===== config.mk =====
export PLATFORM = sky130hd
export DESIGN_NAME = stx_dle_length_frame_receiver_top_flat
export DESIGN_NICKNAME = d
export VERILOG_FILES = /design/src/rtl/sdlf_pkg.sv /design/src/rtl/sdlf_stream_if.sv /design/src/rtl/sdlf_out_buf.sv /design/src/rtl/stx_dle_length_frame_receiver_top.sv /design/src/flat_wrapper.sv
export SDC_FILE = /design/constraint.sdc
export NUM_CORES = 1
export LEC_CHECK = 0
export BUFFER_PORTS_ARGS = -buffer_cell sky130_fd_sc_hd__buf_2
export CORE_MARGIN = 3
export CORE_UTILIZATION = 56
export CTS_CLUSTER_SIZE = 24
export DETAILED_ROUTE_END_ITERATION = 10
export PLACE_DENSITY = 0.79
export SYNTH_ARGS = -nofsm -noshare
export SYNTH_HDL_FRONTEND = slang
export SYNTH_SLANG_ARGS = --single-unit

===== constraint.sdc =====
create_clock -name clk -period 3 [get_ports clk]
set_input_delay 0.3 -clock clk [delete_from_list [all_inputs] [get_ports clk]]
set_output_delay 0.3 -clock clk [all_outputs]
set_load 0.05 [all_outputs]

===== src/rtl/sdlf_pkg.sv =====
// ----------------------------------------------------------------------------
// sdlf_pkg
// Types and codes shared by the start/escape length-framed byte receiver.
// ----------------------------------------------------------------------------
package sdlf_pkg;

    // receive mode codes
    localparam logic [2:0] MODE_HUNT  = 3'd0;
    localparam logic [2:0] MODE_LEN   = 3'd1;
    localparam logic [2:0] MODE_DATA  = 3'd2;
    localparam logic [2:0] MODE_ESC_L = 3'd3;
    localparam logic [2:0] MODE_ESC_D = 3'd4;

    // configuration register indexes
    localparam logic [7:0] REG_START_BYTE  = 8'd0;
    localparam logic [7:0] REG_ESCAPE_BYTE = 8'd1;

    // register reset values
    localparam logic [7:0] START_BYTE_RST  = 8'h02;
    localparam logic [7:0] ESCAPE_BYTE_RST = 8'h10;

    // configuration write word
    typedef struct packed {
        logic [7:0] index;
        logic [7:0] value;
    } sdlf_cfg_t;

    // one result word
    typedef struct packed {
        logic [7:0] payload_byte;
        logic [5:0] byte_index;
        logic       last_in_frame;
    } sdlf_result_t;

endpackage


===== src/rtl/sdlf_stream_if.sv =====
// ----------------------------------------------------------------------------
// sdlf_stream_if
// Valid/ready channel carrying one word of type T per handshake.
// ----------------------------------------------------------------------------
interface sdlf_stream_if #(
    parameter type T = logic [7:0]
);
    logic valid;
    logic ready;
    T     data;

    modport source (output valid, output data, input ready);
    modport sink   (input valid, input data, output ready);
endinterface


===== src/rtl/sdlf_out_buf.sv =====
// ----------------------------------------------------------------------------
// sdlf_out_buf
// Two-word output buffer: an output register plus a skid register, so the
// receiver keeps taking bytes while a result word waits downstream.
// ----------------------------------------------------------------------------
module sdlf_out_buf (
    input  logic                  clk,
    input  logic                  rst_n,
    input  logic                  push,
    input  sdlf_pkg::sdlf_result_t push_data,
    output logic                  push_ready,
    sdlf_stream_if.source         result
);
    import sdlf_pkg::*;

    logic         head_valid_reg, head_valid_next;
    logic         skid_valid_reg, skid_valid_next;
    sdlf_result_t head_reg, head_next;
    sdlf_result_t skid_reg, skid_next;
    logic         pop;

    assign pop          = head_valid_reg && result.ready;
    assign push_ready   = !skid_valid_reg;
    assign result.valid = head_valid_reg;
    assign result.data  = head_reg;

    // buffer next state
    always_comb
    begin
        head_valid_next = head_valid_reg;
        skid_valid_next = skid_valid_reg;
        head_next       = head_reg;
        skid_next       = skid_reg;
        if (push && (!head_valid_reg || pop))
        begin
            head_next       = push_data;
            head_valid_next = 1'b1;
        end
        else if (push)
        begin
            skid_next       = push_data;
            skid_valid_next = 1'b1;
        end
        else if (pop)
        begin
            if (skid_valid_reg)
            begin
                head_next       = skid_reg;
                skid_valid_next = 1'b0;
            end
            else
            begin
                head_valid_next = 1'b0;
            end
        end
    end

    // control flops
    always_ff @(posedge clk or negedge rst_n)
    begin
        if (!rst_n)
        begin
            head_valid_reg <= 1'b0;
            skid_valid_reg <= 1'b0;
        end
        else
        begin
            head_valid_reg <= head_valid_next;
            skid_valid_reg <= skid_valid_next;
        end
    end

    // payload flops
    always_ff @(posedge clk)
    begin
        head_reg <= head_next;
        skid_reg <= skid_next;
    end

endmodule


===== src/rtl/stx_dle_length_frame_receiver_top.sv =====
// ----------------------------------------------------------------------------
// stx_dle_length_frame_receiver_top
// Start/escape byte deframer with a length byte and indexed payload output.
// ----------------------------------------------------------------------------
// One received byte is taken every clock cycle while the output buffer has
// room; each goes through the mode, length and count registers. A payload
// byte appears on the result channel in the cycle after it is taken when the
// output register is free, otherwise it waits in the skid register until the
// word ahead of it is taken. Each payload word carries its index and a last
// flag (set when the count reaches the length, a length of zero counting as
// one, or MAX_FRAME). A two-word output buffer lets input continue while one
// result word is held off downstream; input stalls only when both buffer
// words are full. The block does not guard the cfg channel: the user must
// write start/escape bytes (indexes 0 and 1) only while the block is idle.
// ----------------------------------------------------------------------------
module stx_dle_length_frame_receiver_top #(
    parameter int MAX_FRAME = 64
) (
    input  logic          clk,
    input  logic          rst_n,
    sdlf_stream_if.sink   cfg,
    sdlf_stream_if.sink   rx,
    sdlf_stream_if.source result
);
    import sdlf_pkg::*;

    localparam int CNT_W = $clog2(MAX_FRAME + 1);

    logic [7:0]       start_byte_reg;
    logic [7:0]       escape_byte_reg;
    logic [2:0]       mode_reg, mode_next;
    logic [7:0]       length_reg, length_next;
    logic [CNT_W-1:0] count_reg, count_next;

    sdlf_cfg_t        cfg_word;
    logic [7:0]       rx_word;
    logic             accept;
    logic             emit;
    logic             push_ready;
    sdlf_result_t     res_word;
    logic [8:0]       eff_len;
    logic [8:0]       next_cnt;
    logic [7:0]       cnt_wide;
    logic             last;
    logic             is_start;
    logic             is_escape;

    assign cfg_word  = cfg.data;
    assign rx_word   = rx.data;
    assign cfg.ready = 1'b1;
    assign rx.ready  = push_ready;
    assign accept    = rx.valid && push_ready;

    // configuration registers
    always_ff @(posedge clk or negedge rst_n)
    begin
        if (!rst_n)
        begin
            start_byte_reg  <= START_BYTE_RST;
            escape_byte_reg <= ESCAPE_BYTE_RST;
        end
        else if (cfg.valid)
        begin
            if (cfg_word.index == REG_START_BYTE)
            begin
                start_byte_reg <= cfg_word.value;
            end
            else if (cfg_word.index == REG_ESCAPE_BYTE)
            begin
                escape_byte_reg <= cfg_word.value;
            end
        end
    end

    // byte classification and end-of-frame test
    assign is_start  = (rx_word == start_byte_reg);
    assign is_escape = (rx_word == escape_byte_reg);
    assign eff_len   = (length_reg == 8'd0) ? 9'd1 : {1'b0, length_reg};
    assign next_cnt  = 9'(count_reg) + 9'd1;
    assign last      = (next_cnt >= eff_len) || (next_cnt >= 9'(MAX_FRAME));
    assign cnt_wide  = 8'(count_reg);

    // receive mode sequencing
    always_comb
    begin
        mode_next   = mode_reg;
        length_next = length_reg;
        count_next  = count_reg;
        emit        = 1'b0;
        case (mode_reg)
            MODE_LEN:
            begin
                if (is_start)
                begin
                    mode_next  = MODE_HUNT;
                    count_next = '0;
                end
                else if (is_escape)
                begin
                    mode_next = MODE_ESC_L;
                end
                else
                begin
                    length_next = rx_word;
                    mode_next   = MODE_DATA;
                end
            end
            MODE_DATA:
            begin
                if (is_start)
                begin
                    mode_next  = MODE_HUNT;
                    count_next = '0;
                end
                else if (is_escape)
                begin
                    mode_next = MODE_ESC_D;
                end
                else
                begin
                    emit = 1'b1;
                end
            end
            MODE_ESC_L:
            begin
                length_next = rx_word;
                mode_next   = MODE_DATA;
            end
            MODE_ESC_D:
            begin
                emit = 1'b1;
            end
            default:
            begin
                if (is_start)
                begin
                    count_next = '0;
                    mode_next  = MODE_LEN;
                end
                else
                begin
                    mode_next = MODE_HUNT;
                end
            end
        endcase
        // payload byte advances or closes the frame
        if (emit)
        begin
            if (last)
            begin
                count_next = '0;
                mode_next  = MODE_HUNT;
            end
            else
            begin
                count_next = CNT_W'(next_cnt);
                mode_next  = MODE_DATA;
            end
        end
    end

    // frame state registers
    always_ff @(posedge clk or negedge rst_n)
    begin
        if (!rst_n)
        begin
            mode_reg   <= MODE_HUNT;
            length_reg <= 8'd0;
            count_reg  <= '0;
        end
        else if (accept)
        begin
            mode_reg   <= mode_next;
            length_reg <= length_next;
            count_reg  <= count_next;
        end
    end

    // result word
    assign res_word.payload_byte  = rx_word;
    assign res_word.byte_index    = cnt_wide[5:0];
    assign res_word.last_in_frame = last;

    sdlf_out_buf u_out_buf (
        .clk        (clk),
        .rst_n      (rst_n),
        .push       (accept && emit),
        .push_data  (res_word),
        .push_ready (push_ready),
        .result     (result)
    );

endmodule


===== src/flat_wrapper.sv =====
// flat-port wrapper written by rule: the top's interface ports become plain ports
module stx_dle_length_frame_receiver_top_flat import sdlf_pkg::*;
#(
    parameter int MAX_FRAME = 64
)
  (clk, rst_n, cfg_valid, cfg_data, cfg_ready, rx_valid, rx_data, rx_ready, result_valid, result_data, result_ready);
  sdlf_stream_if #(.T(sdlf_cfg_t)) cfg_i ();
  sdlf_stream_if rx_i ();
  sdlf_stream_if #(.T(sdlf_result_t)) result_i ();
  input  logic clk;
  input  logic rst_n;
  input wire logic [$bits(cfg_i.valid)-1:0] cfg_valid;
  input wire logic [$bits(cfg_i.data)-1:0] cfg_data;
  output wire logic [$bits(cfg_i.ready)-1:0] cfg_ready;
  input wire logic [$bits(rx_i.valid)-1:0] rx_valid;
  input wire logic [$bits(rx_i.data)-1:0] rx_data;
  output wire logic [$bits(rx_i.ready)-1:0] rx_ready;
  output wire logic [$bits(result_i.valid)-1:0] result_valid;
  output wire logic [$bits(result_i.data)-1:0] result_data;
  input wire logic [$bits(result_i.ready)-1:0] result_ready;
  assign cfg_i.valid = cfg_valid;
  assign cfg_i.data = cfg_data;
  assign cfg_ready = cfg_i.ready;
  assign rx_i.valid = rx_valid;
  assign rx_i.data = rx_data;
  assign rx_ready = rx_i.ready;
  assign result_valid = result_i.valid;
  assign result_data = result_i.data;
  assign result_i.ready = result_ready;
  stx_dle_length_frame_receiver_top #(.MAX_FRAME(MAX_FRAME)) u_core (.clk(clk), .rst_n(rst_n), .cfg(cfg_i), .rx(rx_i), .result(result_i));
endmodule

# Yosys cells after proc, flatten, opt, wreduce, memory -nomap -nowiden
# Cells that the tools add are included.
# word_totals
in_bits	29
reg_bits	66
# classes
magnitude_cmp	2
bitwise	2
add_sub_neg	1
n_reduce_logical	25
n_eq_ne	14
muxes	29
# ops
operator	count
15-bit 2-to-1 mux	4
7-bit 2-to-1 mux	4
8-bit 2-to-1 mux	3
8-bit == test	2
8-bit logical NOT	2
8-bit one-hot mux with 2 select lines	1
3-bit AND reduction	5
3-bit 2-to-1 mux	4
3-bit one-hot mux with 4 select lines	1
1-bit 2-to-1 mux	10
2-bit nonzero test	5
9-bit by 7-bit greater-or-equal comparator with 1-bit output (second input constant)	1
9-bit greater-or-equal comparator	1
7-bit by 1-bit adder with 8-bit output (second input constant)	1
8-bit by 1-bit == test with 1-bit output (second input constant)	1
2-bit by 1-bit inequality test with 1-bit output (second input constant)	4
3-bit by 2-bit == test with 1-bit output (second input constant)	2
2-bit AND reduction	3
1-bit logical AND	4
2-bit inequality test (second input constant)	2
4-bit by 1-bit inequality test with 1-bit output (second input constant)	1
4-bit AND reduction	1
3-bit by 1-bit == test with 1-bit output (second input constant)	1
3-bit == test (second input constant)	1
other kinds (6)	9

# Logic depth before layout (Yosys ltp)
# depth
ltp_word	8
mapped_depth	9

# Modules after synthesis
# From an unflattened synthesis, not the netlist that was laid out.
# unflattened
cells_unflattened	246
area_unflattened_um2	3253.1
# modules_own_cells
module	cells_per_inst	instances	area_each_um2
stx_dle_length_frame_receiver_top	186	1	2004.4
sdlf_out_buf	60	1	1248.7

# Least setup slack after synthesis
# Ideal clock, no wire load.
# synth_path
path_type	reg2reg
from	register u_core.u_out_buf.skid_valid_reg
to	register u_core.u_out_buf.head_reg, in the netlist u_core.u_out_buf.result.data[0] (enable)
path_stages_with_launch	8
setup_slack_ns	0.197
required_ns	2.590
setup_time_ns	0.410
path_buffers	1
arrival_ns	2.393
path_cell_list	dfrtp_1 nand2b_1 buf_2 nor3_1 o21ai_0 nor2_1 nor2_1 a21boi_0
# synth_between
elab_chain_len	6
elab_cells_between_ends	8
# synth_lines
element	line_no	text
from (decl)	sdlf_out_buf.sv:17	logic skid_valid_reg, skid_valid_next;
from (signal assigned)	sdlf_out_buf.sv:69	skid_valid_reg <= skid_valid_next;
1-bit logical NOT	sdlf_out_buf.sv:23	assign push_ready = !skid_valid_reg;
1-bit logical AND	stx_dle_length_frame_receiver_top.sv:52	assign accept = rx.valid && push_ready;
1-bit logical AND	stx_dle_length_frame_receiver_top.sv:187	.push (accept && emit),
1-bit logical AND	sdlf_out_buf.sv:34	if (push && (!head_valid_reg || pop))
2-bit by 1-bit inequality test with 1-bit output (no source line) / 2-bit nonzero test (equally long branches)	n/a	
3-bit AND reduction (no source line) (*)	n/a	
to (signal assigned)	sdlf_out_buf.sv:76	head_reg <= head_next;
to (decl)	sdlf_out_buf.sv:18	sdlf_result_t head_reg, head_next;
# Mark *: on every way between the ends. The rest lies on a longest branch, timed or not.
# A chain may end at the register's enable or synchronous reset.

# Worst setup path after layout
# layout_path
from	register u_core.count_reg[0]
to	register u_core.count_reg[0]
# layout_between
elab_chain_len	5
elab_cells_between_ends	6
# layout_lines
element	line_no	text
from (decl)	stx_dle_length_frame_receiver_top.sv:33	logic [CNT_W-1:0] count_reg, count_next;
from (signal assigned)	stx_dle_length_frame_receiver_top.sv:175	count_reg <= count_next;
7-bit by 1-bit adder with 8-bit output (*)	stx_dle_length_frame_receiver_top.sv:79	assign next_cnt = 9'(count_reg) + 9'd1;
9-bit greater-or-equal comparator / 9-bit by 7-bit greater-or-equal comparator with 1-bit output (equally long branches)	stx_dle_length_frame_receiver_top.sv:80	assign last = (next_cnt >= eff_len) || (next_cnt >= 9'(MAX_FRAME));
1-bit logical OR (*)	stx_dle_length_frame_receiver_top.sv:80	
net u_core.last	stx_dle_length_frame_receiver_top.sv:44	logic last;
7-bit 2-to-1 mux (*)	stx_dle_length_frame_receiver_top.sv:149	if (last)
7-bit 2-to-1 mux (*)	stx_dle_length_frame_receiver_top.sv:147	if (emit)
# The timed path passes the listed nets; every way through them passes the cells marked *.

==> metrics <==
status finished, final reports clean; RSZ-0062 raised after global routing no; most frequent cells in the layout 45 x buf_2, 37 x mux2_2, 34 x dfrtp_1, 30 x edfxtp_1, 12 x xnor2_1; CTS H-tree depth 3; Worst Clk Skew 9.20 ps; io pins 47; DIE AREA 6560 um^2; Overall Global Routing Usage 20.3%; Post-synth EDFFs 30; cell area after synthesis 3150 um^2; Starting DRT DRC Count 109; CTS Hold Bufs 0; Async SR Flop Fraction a little over half; Yosys cell types 47; Cells after Synth between 200 and 250; Clock Root Buffer clkbuf_8; Post CTS Setup Buffer Count 0; PostCTS Resize Cnt 0; Fmax about 370 MHz; Lkg Pwr 1.60 nW; slowest CP cell dfrtp_1; overall die height approximately 81 um; hold_ws about 45 ps; Worst Setup Start Kind flip-flop; Synth Area per Inst 13.3 um^2; fin crit period 2690 ps; Synth Flop Type dfrtp_1; WL per Instance 16.5 um; clk sinks 66; Clock Latency Late Sink 340 ps; Core Region 5270 um^2; Hold Vio Cnt, Final 0; FP Rows 26; WS Path Type reg2reg; initial antenna violation count 0; crit-path max cell delay roughly 510 ps; Final setup viols 0; Syn Nets 275; Ys Warns 0; CP cell instances ha_1, nand3_1, xnor2_1, ha_1, o211ai_1, o21a_1, o211ai_1, nor3_2, mux2_2; GR Overflow Total 0; Clk pin slew, worst setup/hold paths 70 ps; DP Area 3450 um^2; max-cap check violation count 0; Final GP Congestion 0.820; largest net degree at the start of global routing 37; Layout area overhead 15.2%; fraction of layout cells with a size suffix above 1 35.6%; DRC 0; most common cell after layout, fill and taps aside buf_2; register area share after synthesis 57.2%; die width 81.0 um; Seq cells post-synth 66; nets 328; first-pass GRT wire length just under 10000 um; final worst path period share 89.7%; initial core utilization between 50 and 60%; DRT Pass-1 Iters 4; DR vias 2032; Worst slew margin 45.6%; Pwr Density roughly 910 nW/um^2; post-route cell area 3630 um^2; VDD IR-drop max 0.477 mV; Routed WL approximately 6000 um; PnR worst setup slack 308 ps; CTS Buf Count 9; Final TNS setup 0 ps; n_diodes 0; dpl ws 349 ps; Core Util, Final between 60% and 70%; Worst setup EP type flip-flop; Worst Tran Pin Value slightly above 800 ps; CTS tree done; worst-path maximum fanout 8; type of the most critical hold path in2async; worst endpoint required time 3220 ps; Buffers on Ports 45; placed wire-length estimate around 4300 um; number of global-route vias before repair roughly 2000; Final ANT Viol Nets 0; Max Slew Vio Count 0; Avg Vias per Cell 5.57; clock buffer depth 2; Critical Path AT 2910 ps
## stage by stage
stage,power [W],instances
finish,0.00331,365
floorplan,0.00234,237
global route,0.00351,365
detailed placement,0.00265,349
CTS,0.00333,365
global placement,0.00260,349
## critical path, delay by kind of cell, from the launching register on
family / cells / cell delay [ps]
muxes: 1 / 290
adders and majority gates: 2 / 580
xor gates and xnor gates: 1 / 160
and+or+nand+nor: 2 / 280
AOI/OAI and AO/OA: 3 / 750
DFF: 1 / 510
## metal layers
layer / global-route usage (%) / vias up / wire (um) / share of wire (%)
met3: 5.65 / 6 / 292 / 4.9
met4: 7.77 / 0 / 51 / 0.85
li1: - / 981 / - / -
met2: 32.8 / 56 / 3010 / 50
met5: 0 / - / 0 / 0
met1: 26.0 / 989 / 2650 / 44
## synth_stat cells, types with 2 or more instances
cell	instances	area share [%]
inv_1	10	1.2
dfstp_2	2	1.7
mux2_2	37	13
nand2b_1	6	1.2
o21ai_0	5	0.79
a211oi_1	3	0.71
buf_4	2	0.48
o211ai_1	2	0.48
nor4_1	4	0.79
a21oi_1	6	0.95
nor2b_1	3	0.60
nand3_1	7	1.1
nand2_1	11	1.3
xor2_1	8	2.2
edfxtp_1	30	29
a2111o_1	2	0.71
nor2_1	9	1.1
mux2_1	3	1.1
buf_2	2	0.32
xnor2_1	12	3.3
a21o_1	3	0.71
ha_1	9	3.6
nand4_1	2	0.40
a22o_1	3	0.83
dfrtp_1	34	27
## final cells by class
| cell class | count | area [um^2] |
|---|---|---|
| sequential | 66 | 1800 |
| fill | 407 | 1640 |
| multi-input combinational | 156 | 1280 |
| timing repair buffer | 47 | 240 |
| clock buffer | 11 | 151 |
| tap | 70 | 87.6 |
| inverter | 10 | 37.5 |
| clock inverter | 5 | 28.8 |
## final timing paths
kind	cells past startpoint	startpoint	endpoint	slack, ps
max in group asynchronous	1	rst_n	u_core.mode_reg[2]	2430
worst min register to register	1	u_core.length_reg[5]	u_core.length_reg[5]	520
worst min-delay path	1	rst_n	u_core.length_reg[2]	40
min in group clk	2	result_ready	u_core.u_out_buf.skid_valid_reg	150
worst max register to register	9	u_core.count_reg[0]	u_core.count_reg[0]	310
worst max-delay path	9	u_core.count_reg[0]	u_core.count_reg[0]	310
## where the power goes
group	switching, W	leakage (nW)	internal (W)
clock	0.000328	0.0888	0.000339
combinational	0.000770	0.773	0.000468
sequential	0.000183	0.740	0.00122
total	0.00128	1.60	0.00203
## kinds of logic after synthesis
logic type               after synthesis  synth area share (%)
AO/OA/AOI/OAI                         34                  8.22
XOR/XNOR                              20                  5.56
adder cells (fa/ha/maj)                9                  3.57
buffers and inverters                 15                  2.10
flip-flops                            66                  57.2
multiplexers                          41                  14.6
other                                  1                 0.119
AND/OR/NAND/NOR                       51                  8.58
(Power assumes the default switching activity.)
